File: src/rtl/rcu_ram.sv
// generic single-port-write ram with registered read
`timescale 1ns / 1ps

module rcu_ram #(
	parameter int WIDTH = 64,
	parameter int DEPTH = 64
) (
	input  logic                     clk,
	input  logic                     we,
	input  logic [$clog2(DEPTH)-1:0] waddr,
	input  logic [WIDTH-1:0]         wdata,
	input  logic [$clog2(DEPTH)-1:0] raddr,
	output logic [WIDTH-1:0]         rdata
);

	logic [WIDTH-1:0] mem [DEPTH];

	always_ff @(posedge clk) begin
		if (we) begin
			mem[waddr] <= wdata;
		end
		rdata <= mem[raddr];
	end

endmodule

File: config.mk
export PLATFORM = sky130hd
export DESIGN_NAME = rcu_ram
export DESIGN_NICKNAME = d
export VERILOG_FILES = /design/src/rtl/rcu_ram.sv
export SDC_FILE = /design/constraint.sdc
export NUM_CORES = 2
export LEC_CHECK = 0
export BUFFER_PORTS_ARGS = -buffer_cell sky130_fd_sc_hd__buf_2
export CELL_PAD_IN_SITES_DETAIL_PLACEMENT = 1
export CELL_PAD_IN_SITES_GLOBAL_PLACEMENT = 1
export CORE_ASPECT_RATIO = 0.7
export CORE_MARGIN = 5
export CORE_UTILIZATION = 56
export CTS_BUF_LIST = sky130_fd_sc_hd__clkbuf_16
export CTS_CLUSTER_SIZE = 10
export DETAILED_ROUTE_END_ITERATION = 8
export PLACE_DENSITY = 0.86
export SETUP_SLACK_MARGIN = 0.3
export SLEW_MARGIN = 20
export SYNTH_ARGS = -nofsm -noshare
export SYNTH_HDL_FRONTEND = slang
export SYNTH_SLANG_ARGS = --single-unit
File: constraint.sdc
create_clock -name clk -period 7.1 [get_ports clk]
set_input_delay 0.355 -clock clk [delete_from_list [all_inputs] [get_ports clk]]
set_output_delay 0.355 -clock clk [all_outputs]
set_load 0.01 [all_outputs]
==> results.json <==
{
  "async_flop_share_pct": 0,
  "ys_ff_latch": 4160,
  "clock_sinks": 4160,
  "final_antenna_net_count": 0,
  "cts_resized": 0,
  "start_util_pct": 56.22,
  "arrival_ps": 4230,
  "required_ps": 7880,
  "tns_ps": 0,
  "skew_ps": 60.80,
  "rsz0062_at_grt": "false",
  "setup_violations": 0,
  "max_cap_violations": 0,
  "fillers": 21580,
  "post-place-ws_ps": 3067,
  "gp_congestion": 0.8025,
  "syn_inst": 6598,
  "crit_chain": "buf_2 -> nor2b_4 -> buf_12 -> a22oi_1 -> and3_1 -> a211oi_1",
  "fin_area_um2": 176300,
  "synth_area_per_cell_um2": 23.70,
  "worst_pin_slew_ps": 1487,
  "first_global_vias": 86620,
  "wl_per_cell_um": 49.71,
  "via_per_inst": 7.725,
  "fmax_mhz": 289.4,
  "critical-path-top-delay-family": "simple AND/OR/NAND/NOR gates",
  "netlist_area_um2": 156300,
  "worst_path_max_delay_cell": "nor2b_4",
  "ios": 142,
  "hold_viol_final": 6,
  "die_w_um": 641.5,
  "irDropWorstVdd_mv": 0.2286,
  "drive_gt1_share_pct": 26.54,
  "yosysWarnings": 0,
  "finalWorstPathRequiredPeriod_ps": 3455,
  "htree_levels": 5,
  "antenna_found_initial": 58,
  "globalRouteTotalUtil_pct": 36.71,
  "violations": "hold timing",
  "drc_errors": 0,
  "outcome": "finished, violations left",
  "dieArea_um2": 290000,
  "holdWs_ps": -5.462,
  "numCtsBuffers": 459,
  "critPathLaunchType": "primary input",
  "drt_wl_total_mm": 552.2,
  "std_cell_rows": 162,
  "worst-setup-path-type": "in -> reg",
  "dpl_cell_area_um2": 162400,
  "area_growth_pct": 12.76,
  "drtIter0Drc": 18410,
  "clock_latency_ps": 980,
  "vias": 85800,
  "cp_max_fo": 103,
  "drt-pass1-iter-count": 7,
  "max_stage_delay_ps": 1020,
  "slew_violations": 0,
  "final_common_cell": "edfxtp_1",
  "numPortBuffers": 141,
  "clk_pin_slew_worst_paths_ps": 70,
  "final_cells": 11110,
  "syn_nets": 6676,
  "cts_tree": "done",
  "p_leak_nw": 55.97,
  "coreArea_um2": 278100,
  "layout_common_cells": "edfxtp_1, mux4_2, clkbuf_16",
  "ys_seq_area_share_pct": 79.49,
  "power_density_nw_per_um2": 295.4,
  "overflow": 0,
  "hpwl_mm": 250.0,
  "finalWorstSetupSlack_ps": 3645,
  "dp_cells": 10250,
  "synth_edf_count": 4096,
  "relSlewSlack_pct": 0.8517,
  "cp-end-kind": "flip-flop",
  "ys_types": 33,
  "worst-path-buf-inv": 2,
  "fp.dieH_um": 452.1,
  "grt_pass1_wl_mm": 730.5,
  "hold_path_class": "in -> reg",
  "fin_crit_sh_pct": 48.66,
  "synthFlopType": "edfxtp_1",
  "clk_path_buf_depth": 4,
  "nets": 7151,
  "grt_start_max_net_pins": 120,
  "ctsRootBufferMaster": "clkbuf_16"
}
[metrics by stage]
step | util [%] | power [mW]
after global placement | 58.32 | 30.05
after global routing | 63.37 | 53.35
after detailed placement | 58.38 | 30.21
after CTS | 63.08 | 51.61
after floorplan | - | 29.05
final | 63.39 | 52.08
[registers in the layout, indices dropped and copies added, names as in the netlist]
name   cells
rdata     64
mem     4096
[logic make-up (layout without fill, tap and decap cells)]
kind of cell | Yosys count | after routing | share of synthesized area, %
mux | 1159 | 1159 | 15.61
buf+inv | 389 | 1169 | 1.180
other cells | 0 | 39 | 0
flops | 4160 | 4160 | 79.49
compound gates | 504 | 504 | 2.477
simple gates | 386 | 386 | 1.240
[repair_timing]
action                                 CTS  global route
hold buffers                             0            47
buffers inserted                         0             0
endpoints found under the hold margin    0          1619
[report_power, final]
part           switching (mW)  leakage, nW  internal [mW]
combinational            1.68         11.2          0.868
sequential              0.194         37.4           27.2
clock                    10.4         7.38           11.7
total                    12.3         56.0           39.8
[cell usage after synthesis (all sizes together), types with 26 or more instances]
cell type,number,area (um2)
dfxtp,64,1281
buf,230,1249
a22oi,168,1261
o221ai,38,332.8
a41oi,26,227.7
and3,64,400.4
o22ai,83,519.3
nand2,58,217.7
edfxtp,4096,123000
mux2i,135,1351
a22o,88,770.7
nor2b,28,175.2
mux4,1024,23060
or3,29,181.4
or2,28,175.2
nor2,112,420.4
clkbuf,140,525.5
nand3,45,225.2
a211oi,63,473.0
[worst paths after layout]
| kind | startpoint | slack [ps] | cells past startpoint | endpoint |
|---|---|---|---|---|
| setup / recovery | raddr[3] | 3640 | 6 | rdata[36] |
| hold / removal | wdata[37] | -5 | 1 | mem[50][37] |
| setup reg to reg | mem[47][15] | 4560 | 5 | rdata[15] |
| hold reg to reg | mem[52][32] | 880 | 4 | rdata[32] |
[per-layer routing]
metal  GRT usage, %  routed length (um)  vias to the layer above
met5         0.2132                 249                        -
met4          19.82               39170                       26
met3          13.69               94330                     2213
met2          54.23              249600                    10440
met1          47.90              168800                    43680
li1               -                   -                    29440
[final cells by class]
cell class / instances / area (um2) / share of cell area, %
well taps: 3690 / 4617 / 2.619
flip-flops and latches: 4160 / 124300 / 70.49
inverters: 19 / 71.32 / 0.04045
diodes: 39 / 97.59 / 0.05536
multi-input cells: 2049 / 30790 / 17.46
clock inverters: 303 / 1464 / 0.8304
clock buffers: 463 / 11590 / 6.572
repair buffers: 384 / 3391 / 1.923
(Power assumes the default switching activity.)
