File: src/rtl/rcu_pkg.sv
// shared types and constants of the route compute unit
`timescale 1ns / 1ps

package rcu_pkg;

	localparam int NUM_VNETS_DEF = 4;
	localparam int DEST_BITS_DEF = 64;
	localparam int MAX_LINKS     = 16;
	localparam int LINK_W        = 4;
	localparam int ID_W          = 8;
	localparam int RND_W         = 16;
	localparam int DIVR_W        = 9;
	// torus radix is a power of two, coordinates are bit fields of the id
	localparam int TORUS_RADIX   = 4;
	localparam int TORUS_W       = 2;

	typedef enum logic [2:0] {
		CFG_ALGORITHM     = 3'd0,
		CFG_MY_ROUTER     = 3'd1,
		CFG_ROUTER_COUNT  = 3'd2,
		CFG_MESH_COLUMNS  = 3'd3,
		CFG_ORDERED_VNETS = 3'd4
	} cfg_idx_t;

	localparam logic [1:0] KIND_ROUTE  = 2'd0;
	localparam logic [1:0] KIND_SET    = 2'd1;
	localparam logic [1:0] KIND_WEIGHT = 2'd2;

	localparam logic [2:0] ALG_TABLE    = 3'd0;
	localparam logic [2:0] ALG_XY       = 3'd1;
	localparam logic [2:0] ALG_RING     = 3'd2;
	localparam logic [2:0] ALG_TORUS    = 3'd3;
	localparam logic [2:0] ALG_ADAPTIVE = 3'd4;
	localparam logic [2:0] ALG_BFLY     = 3'd5;
	localparam logic [2:0] ALG_RAILWAY  = 3'd6;
	localparam logic [2:0] ALG_SPARE    = 3'd7;

	localparam logic [4:0] DIR_TABLE = 5'd0;
	localparam logic [4:0] DIR_LOCAL = 5'd1;
	localparam logic [4:0] DIR_EAST  = 5'd2;
	localparam logic [4:0] DIR_WEST  = 5'd3;
	localparam logic [4:0] DIR_NORTH = 5'd4;
	localparam logic [4:0] DIR_SOUTH = 5'd5;
	localparam logic [4:0] DIR_CW    = 5'd6;
	localparam logic [4:0] DIR_CCW   = 5'd7;
	localparam logic [4:0] DIR_POSX  = 5'd8;
	localparam logic [4:0] DIR_NEGX  = 5'd9;
	localparam logic [4:0] DIR_POSY  = 5'd10;
	localparam logic [4:0] DIR_NEGY  = 5'd11;
	localparam logic [4:0] DIR_POSZ  = 5'd12;
	localparam logic [4:0] DIR_NEGZ  = 5'd13;
	localparam logic [4:0] DIR_UP    = 5'd14;
	localparam logic [4:0] DIR_DOWN  = 5'd15;
	localparam logic [4:0] DIR_LEFT  = 5'd16;
	localparam logic [4:0] DIR_RIGHT = 5'd17;

	typedef struct packed {
		logic              start;
		logic [RND_W-1:0]  dividend;
		logic [DIVR_W-1:0] divisor;
	} div_req_t;

	typedef struct packed {
		logic              done;
		logic [RND_W-1:0]  quot;
		logic [DIVR_W-1:0] rem;
	} div_rsp_t;

endpackage

File: src/rtl/rcu_div.sv
// restoring divider, one quotient bit per cycle
`timescale 1ns / 1ps

module rcu_div import rcu_pkg::*; (
	input  logic     clk,
	input  logic     arst_n,
	input  div_req_t req,
	output div_rsp_t rsp
);

	localparam int CNT_W = $clog2(RND_W + 1);

	logic              busy_q;
	logic              done_q;
	logic [CNT_W-1:0]  cnt_q;
	logic [DIVR_W-1:0] rem_q;
	logic [RND_W-1:0]  quo_q;
	logic [DIVR_W-1:0] dvs_q;

	logic [DIVR_W:0]   trial;
	logic [DIVR_W:0]   diff;
	logic              ge;
	logic [DIVR_W-1:0] rem_nxt;

	always_comb begin
		trial   = {rem_q, quo_q[RND_W-1]};
		ge      = trial >= {1'b0, dvs_q};
		diff    = trial - {1'b0, dvs_q};
		rem_nxt = ge ? diff[DIVR_W-1:0] : trial[DIVR_W-1:0];
	end

	always_ff @(posedge clk or negedge arst_n) begin
		if (!arst_n) begin
			busy_q <= 1'b0;
			done_q <= 1'b0;
			cnt_q  <= '0;
		end else begin
			done_q <= 1'b0;
			if (req.start) begin
				busy_q <= 1'b1;
				cnt_q  <= CNT_W'(RND_W);
			end else if (busy_q) begin
				cnt_q <= cnt_q - 1'b1;
				if (cnt_q == CNT_W'(1)) begin
					busy_q <= 1'b0;
					done_q <= 1'b1;
				end
			end
		end
	end

	always_ff @(posedge clk) begin
		if (req.start) begin
			rem_q <= '0;
			quo_q <= req.dividend;
			dvs_q <= req.divisor;
		end else if (busy_q) begin
			rem_q <= rem_nxt;
			quo_q <= {quo_q[RND_W-2:0], ge};
		end
	end

	assign rsp.done = done_q;
	assign rsp.quot = quo_q;
	assign rsp.rem  = rem_q;

endmodule

File: config.mk
export PLATFORM = sky130hd
export DESIGN_NAME = rcu_div
export DESIGN_NICKNAME = d
export VERILOG_FILES = /design/src/rtl/rcu_pkg.sv /design/src/rtl/rcu_div.sv
export SDC_FILE = /design/constraint.sdc
export NUM_CORES = 1
export LEC_CHECK = 0
export CAP_MARGIN = 20
export CELL_PAD_IN_SITES_DETAIL_PLACEMENT = 2
export CELL_PAD_IN_SITES_GLOBAL_PLACEMENT = 2
export CORE_UTILIZATION = 42
export CTS_BUF_LIST = sky130_fd_sc_hd__clkbuf_8
export DETAILED_ROUTE_END_ITERATION = 16
export DONT_BUFFER_PORTS = 1
export MAX_ROUTING_LAYER = met4
export PLACE_DENSITY_LB_ADDON = 0.1
export SLEW_MARGIN = 40
export SYNTH_ARGS = -nofsm -noshare
export SYNTH_HDL_FRONTEND = slang
export SYNTH_SLANG_ARGS = --single-unit
File: constraint.sdc
create_clock -name clk -period 3.2 [get_ports clk]
set_input_delay 0.32 -clock clk [delete_from_list [all_inputs] [get_ports clk]]
set_output_delay 0.32 -clock clk [all_outputs]
set_load 0.02 [all_outputs]
==> metrics.log, run 1 <==
INFO  metric numClockSinks = 41
INFO  metric cts_tree = built
INFO  metric nets = 217
INFO  metric crit_path_max_fanout = 11
INFO  metric ant_nets = 0
INFO  metric hold_viol_final = 0
INFO  metric clkSlewWorstSetupHoldPaths = 0.08 ns
INFO  metric run_status = complete, no violations
INFO  metric synth_simple_gate_area_frac = 0.1065
INFO  metric cts_inserted_buffers = 5
INFO  metric number_of_antenna_violations_at_the_first_check_in_global_routing = 0
INFO  metric first_pass_grt_wire_length = 7389 µm
INFO  metric gp_congestion = 0.8507
INFO  metric vias = 1,362
INFO  metric max-cap-violations = 0
INFO  metric fmaxAchievable = 357.3 MHz
INFO  metric synth_top_family_by_area = compound AO/OA/AOI/OAI gates
INFO  metric share_of_the_cycle_needed_by_the_critical_path_after_routing = 0.8747
INFO  metric synth_sequential_area_ratio = 0.5116
INFO  metric hpwl = 3333 µm
INFO  metric crit_family = compound AO/OA/AOI/OAI gates
INFO  metric first_global_vias = 1,499
INFO  metric floorplan.die_area = 5439 µm²
INFO  metric post_synth_inst_count = 176
INFO  metric cts.htree.levels = 2
INFO  metric report.final.slew_viol_count = 0
INFO  metric ys_top_cells_by_count = edfxtp_1, mux2_2, nor2_1
INFO  metric routed_via_density = 5.559
INFO  metric detailedRoute.firstIterationViolations = 76
INFO  metric final_layout_size_suffix_gt1_frac = 0.2135
INFO  metric synthMostInstantiatedCell = edfxtp_1
INFO  metric synth_xor_xnor_area_share = 0.04051
INFO  metric crit_chain = inv_1 > ha_1 > inv_1 > fa_1 > a211oi_4 > o31ai_4 > a211oi_4 > buf_4 > mux2i_1 > a211oi_1
INFO  metric max_slew.worst_pin.slew = 0.5196 ns
INFO  metric ir_worst_vdd = 0.3985 mV
INFO  metric crit_type = flop to flop
INFO  metric synth_fp_nets = 216
INFO  metric initial_utilization = 0.4459
INFO  metric max-clock-path-buffers = 2
INFO  metric post_cts.resized_instances = 0
INFO  metric ios = 54
INFO  metric netlist_area = 2162 µm²
INFO  metric synth.top_cells.by_area = edfxtp_1, dfxtp_1, mux2_2
INFO  metric yosysWarnings = 0
INFO  metric worstPathBufferInverterCount = 3
INFO  metric port_buffers = 0
INFO  metric stdcell_count = 245
INFO  metric placedCellCount = 236
INFO  metric kind_of_launch_point_of_the_worst_setup_path = flop
INFO  metric postLayoutCellArea = 2310 µm²
INFO  metric num_rows = 25
INFO  metric min_period = 2.799 ns
INFO  metric floorplan.core_area = 4848 µm²
INFO  metric die_w = 73.75 µm
INFO  metric grt_setup_unrepaired = false
INFO  metric grt_start_max_net_pins = 45
INFO  metric globalRouteTotalUtil = 0.1911
INFO  metric cpMaxStageDelayCell = a211oi_4
INFO  metric detailed_route_wire_length_per_cell = 18.59 µm
INFO  metric post_synth_mux_area_share = 0.1019
INFO  metric drt-total-wl = 4555 µm
INFO  metric postPlaceCellArea = 2216 µm²
INFO  metric num_antenna_cells = 0
INFO  metric syn_avg_cell_area = 12.28 µm²
INFO  metric synth_flop_cell = edfxtp_1
INFO  metric slew_headroom = 0.6525
INFO  metric min_path_type = input pin to flop
INFO  metric count_of_cell_types_in_the_netlist = 45
INFO  metric clock_tree.root_cell = clkbuf_8
INFO  metric dr.pass1.iters = 4
INFO  metric clk_latency = 0.29 ns
INFO  metric post-route-util = 0.4764
INFO  metric leakagePower = 0.9511 nW
INFO  metric gr-total-overflow = 0
INFO  metric die-height = 73.75 µm
INFO  metric worst_ep_arrival_time = 2.99 ns
INFO  metric compound_gate_portion_of_the_synthesized_area = 0.1215
INFO  metric area.growth.synth_to_final = 6.829%
INFO  metric critical_path_data_required_time = 3.39 ns
INFO  metric library_cell_occupying_the_most_area_in_the_post_synthesis_netlist = edfxtp_1
INFO  metric seq_cells_post_synth = 41
INFO  metric worst_path_largest_cell_delay = 0.52 ns
INFO  metric yosys.area_share.adder = 0.07292
INFO  metric crit_path_end_kind = flop
INFO  metric power_density = 776.6 nW/µm²
INFO  metric postSynth.asyncResetShare = 0.1707
INFO  metric netlist.area_leader.share = 0.3472
INFO  metric worst_clock_skew = 0.01192 ns
INFO  metric hold-worst-slack = 0.09191 ns
INFO  metric n_fill_cell = 490
INFO  metric timing.final.setup_violations = 0
INFO  metric drc = 0
INFO  metric fin_setup_tns = 0 ns
INFO  metric synth_edf_count = 25
==> final timing paths <==
check / start / end / slack [ns] / cells after the start
max: quo_q[15] / rem_q[4] / 0.40 / 10
min: req[25] / cnt_q[1] / 0.09 / 1
max reg2reg: quo_q[15] / rem_q[4] / 0.40 / 10
min reg2reg: cnt_q[4] / cnt_q[4] / 0.54 / 2
max in group asynchronous: arst_n / busy_q / 2.58 / 1
min in group asynchronous: arst_n / cnt_q[1] / 0.35 / 1
==> state kept, by name, summed over array words and instances (netlist names) <==
name	count
quo_q	16
dvs_q	9
rem_q	9
cnt_q	5
busy_q	1
done_q	1
==> kinds of logic after synthesis <==
family                   after synthesis
AND/OR/NAND/NOR                       42
flip-flops                            41
adder cells (fa/ha/maj)               12
XOR/XNOR                              10
buffers and inverters                 23
AO/OA/AOI/OAI                         28
multiplexers                          20
==> repair_timing <==
action / in CTS / in global routing
hold buffers: 1 / 0
setup endpoints to repair: 0 / 0
buffers inserted: 0 / 0
hold endpoints to repair: 7 / 0
==> final cells by class <==
type	instances	area [µm²]	share of cell area
clock buffer	5	68.82	0.02979
timing repair buffer	3	25.02	0.01083
clock inverter	3	13.76	0.005959
tap	67	83.83	0.03629
multi-input combinational	112	958.4	0.4150
inverter	14	52.55	0.02275
sequential	41	1107	0.4794
==> layout by cell type, fill, tap and decap left out, drive strengths merged, types with 3 or more instances in the layout <==
master,netlist,routed
inv,14,16
mux2i,4,4
dfrtp,7,7
nor2,14,14
ha,11,11
xnor2,6,6
dfxtp,9,9
nand2,5,5
mux2,16,16
clkbuf,7,5
nor3,3,3
edfxtp,25,25
xor2,4,4
a21o,4,4
nand2b,3,3
a211oi,7,7
==> routing by layer <==
metal / up-vias / routed length [µm] / track usage / share of wire
met1: 679 / 2064 / 0.2343 / 0.45
met5: - / 0 / - / 0
met3: 4 / 239 / 0.07545 / 0.052
li1: 643 / - / - / -
met2: 36 / 2212 / 0.2966 / 0.49
met4: 0 / 39 / 0.04487 / 0.0086
==> metrics by stage <==
step / setup slack, ns / total power, W
after floorplan: 0.5348 / 0.001341
final: 0.4010 / 0.001794
after global placement: 0.5310 / 0.001444
after global routing: 0.2130 / 0.001910
after detailed placement: 0.3839 / 0.001484
after CTS: 0.3712 / 0.001820
==> power by group <==
group	switching (W)	internal, W
clock network	0.000174	0.000149
registers	0.000203	0.000684
logic	0.000307	0.000277
total	0.000684	0.00111
Power figures use the tool's default switching activity.
==> run 2: changes to the inputs <==
SETUP_SLACK_MARGIN = 0.5   (was not set)
==> run 2 against run 1 <==
First-iteration DRC count decreased by 20%. Combinational power is 4.5% higher. Fmax increased by 9.3%. Clock power about the same. Sequential share of layout area decreased by 0.46 points. Register-to-register slack better by 0.24 ns. Sequential power about the same. Highest routed layer unchanged.
==> metrics.log, run 2 (synthesis results as in run 1) <==
INFO  metric largest-register = quo_q
INFO  metric dr.pass1.iters = 4 (unchanged)
INFO  metric timing.final.setup_violations = 0 (unchanged)
INFO  metric ir_worst_vdd = 0.3984 mV (about the same)
INFO  metric numClockSinks = 41 (unchanged)
INFO  metric first_global_vias = 1,522 (+1.5%)
INFO  metric area.growth.synth_to_final = 7.870%
INFO  metric max_slew.worst_pin.slew = 0.4638 ns (-0.05578 ns)
INFO  metric ios = 54 (unchanged)
INFO  metric cts_tree = built
INFO  metric port_buffers = 0 (unchanged)
INFO  metric die_w = 73.75 µm (unchanged)
INFO  metric fin_setup_tns = 0 ns (unchanged)
INFO  metric first_pass_grt_wire_length = 7472 µm (+1.1%)
INFO  metric routed_via_density = 5.544 (-0.27%)
INFO  metric placedCellCount = 236 (unchanged)
INFO  metric crit_path_end_kind = flop
INFO  metric crit_path_max_fanout = 5 (-6)
INFO  metric floorplan.die_area = 5439 µm² (unchanged)
INFO  metric critical_path_data_required_time = 3.25 ns (-0.14 ns)
INFO  metric kind_of_launch_point_of_the_worst_setup_path = flop
INFO  metric grt.busiest_layer = met2
INFO  metric worst_ep_arrival_time = 2.61 ns (-0.38 ns)
INFO  metric biggestRegsByFlops = quo_q (16), dvs_q (9), rem_q (9)
INFO  metric grt_start_max_net_pins = 45 (unchanged)
INFO  metric hpwl = 3333 µm (unchanged)
INFO  metric report.final.slew_viol_count = 0 (unchanged)
INFO  metric clkSlewWorstSetupHoldPaths = 0.08 ns (about the same)
INFO  metric cts.htree.levels = 2 (unchanged)
INFO  metric layout.cells.most_common = edfxtp_1
INFO  metric drc = 0 (unchanged)
INFO  metric ant_nets = 0 (unchanged)
INFO  metric die-height = 73.75 µm (unchanged)
INFO  metric min_period = 2.560 ns (-0.2387 ns)
INFO  metric cts_inserted_buffers = 5 (unchanged)
INFO  metric gp_congestion = 0.8507 (unchanged)
INFO  metric worst_clock_skew = 0.01248 ns (+0.0005608 ns)
INFO  metric max-clock-path-buffers = 2 (unchanged)
INFO  metric leakagePower = 0.9643 nW (+1.4%)
INFO  metric hold_viol_final = 0 (unchanged)
INFO  metric gr-total-overflow = 0 (unchanged)
INFO  metric mostFrequentLayoutCells = edfxtp_1, mux2_2, inv_1, nor2_1, ha_1
INFO  metric clk_latency = 0.29 ns (about the same)
INFO  metric run_status = complete, no violations
INFO  metric floorplan.core_area = 4848 µm² (unchanged)
INFO  metric slew_headroom = 0.6908 (+0.03830)
INFO  metric nets = 220 (+1.4%)
INFO  metric global_route.usage.met1 = 0.2343 (unchanged)
INFO  metric initial_utilization = 0.4459 (unchanged)
INFO  metric power_density = 779.8 nW/µm² (+0.40%)
INFO  metric hold-worst-slack = 0.09339 ns (+0.001484 ns)
INFO  metric vias = 1,375 (+0.95%)
INFO  metric final_layout_size_suffix_gt1_frac = 0.2265 (+0.01304)
INFO  metric share_of_the_cycle_needed_by_the_critical_path_after_routing = 0.8001 (-0.07458)
INFO  metric largest_register_ffs = 16 (unchanged)
INFO  metric num_rows = 25 (unchanged)
INFO  metric drt-total-wl = 4611 µm (+1.2%)
INFO  metric num_antenna_cells = 0 (unchanged)
INFO  metric detailed_route_wire_length_per_cell = 18.59 µm (about the same)
INFO  metric design_power_total = 0.001819 W (+1.4%)
INFO  metric max-cap-violations = 0 (unchanged)
INFO  metric grt_setup_unrepaired = false
INFO  metric groute.layer.met3.usage = 0.07682 (+0.001372)
INFO  metric globalRouteTotalUtil = 0.1933 (+0.002107)
INFO  metric fmaxAchievable = 390.6 MHz (+9.3%)
INFO  metric min_path_type = input pin to flop
INFO  metric number_of_antenna_violations_at_the_first_check_in_global_routing = 0 (unchanged)
INFO  metric post_cts.resized_instances = 0 (unchanged)
INFO  metric global_route.usage.met2 = 0.3028 (+0.006116)
INFO  metric detailedRoute.firstIterationViolations = 61 (-20%)
INFO  metric clock_tree.root_cell = clkbuf_8
INFO  metric stdcell_count = 248 (+1.2%)
INFO  metric crit_type = flop to flop
## run 2: changes by cell type in the layout (fill, tap and decap cells not counted), sizes merged
cell	before	now
buf	2	5
## run 2: final cells by class
cell class	instances	area, µm²
fill	488	2516
sequential	41	1107
multi-input combinational	112	958.4
tap	67	83.83
clock buffer	5	68.82
inverter	14	52.55
timing repair buffer	6	47.55
clock inverter	3	13.76
## run 2: power breakdown
part	internal (W)	switching [W]	leakage, nW
clock	0.000149	0.000173	0.0473
combinational	0.000295	0.000315	0.501
sequential	0.000684	0.000203	0.416
total	0.00113	0.000691	0.964
## run 2: repair_timing
| action | CTS | global route |
|---|---|---|
| pin swaps | 1 | 1 |
| buffers inserted | 3 | 0 |
| hold buffers | 1 | 0 |
| endpoints found under the hold margin | 7 | 0 |
| setup endpoints to repair | 5 | 1 |
## run 2: layer usage
metal / wire length, µm / vias to the layer above / part of all wire
li1: - / 647 / -
met1: 2070 / 686 / 0.45
met2: 2247 / 40 / 0.49
met3: 274 / 2 / 0.059
met4: 19 / 0 / 0.0041
met5: 0 / - / 0
## run 2: stage by stage
stage	worst slack, ns	area (µm²)	util
2_1_floorplan	0.5348	2162	-
3_5_place_dp	0.3839	2216	0.4570
6_report	0.6397	2332	0.4810
4_1_cts	0.6094	2331	0.4808
3_3_place_gp	0.5310	2216	0.4570
5_1_grt	0.5155	2332	0.4810
## run 2: final timing paths
| check | start | endpoint | slack (ns) | depth (start not counted) |
|---|---|---|---|---|
| min in group asynchronous | arst_n | cnt_q[1] | 0.35 | 1 |
| worst max-delay path | quo_q[15] | quo_q[0] | 0.64 | 10 |
| worst min-delay path | req[25] | cnt_q[1] | 0.09 | 1 |
| worst min register to register | cnt_q[4] | cnt_q[4] | 0.54 | 2 |
| worst max register to register | quo_q[15] | quo_q[0] | 0.64 | 10 |
| max in group asynchronous | arst_n | busy_q | 2.58 | 1 |
## run 2: worst max-delay path: stages, from the launching register on
cell	delay (ns)
edfxtp_1	0.40
inv_1	0.08
ha_1	0.16
inv_1	0.07
fa_1	0.44
a211oi_4	0.29
o31ai_4	0.13
a211oi_4	0.27
buf_4	0.19
inv_2	0.05
mux2_2	0.25
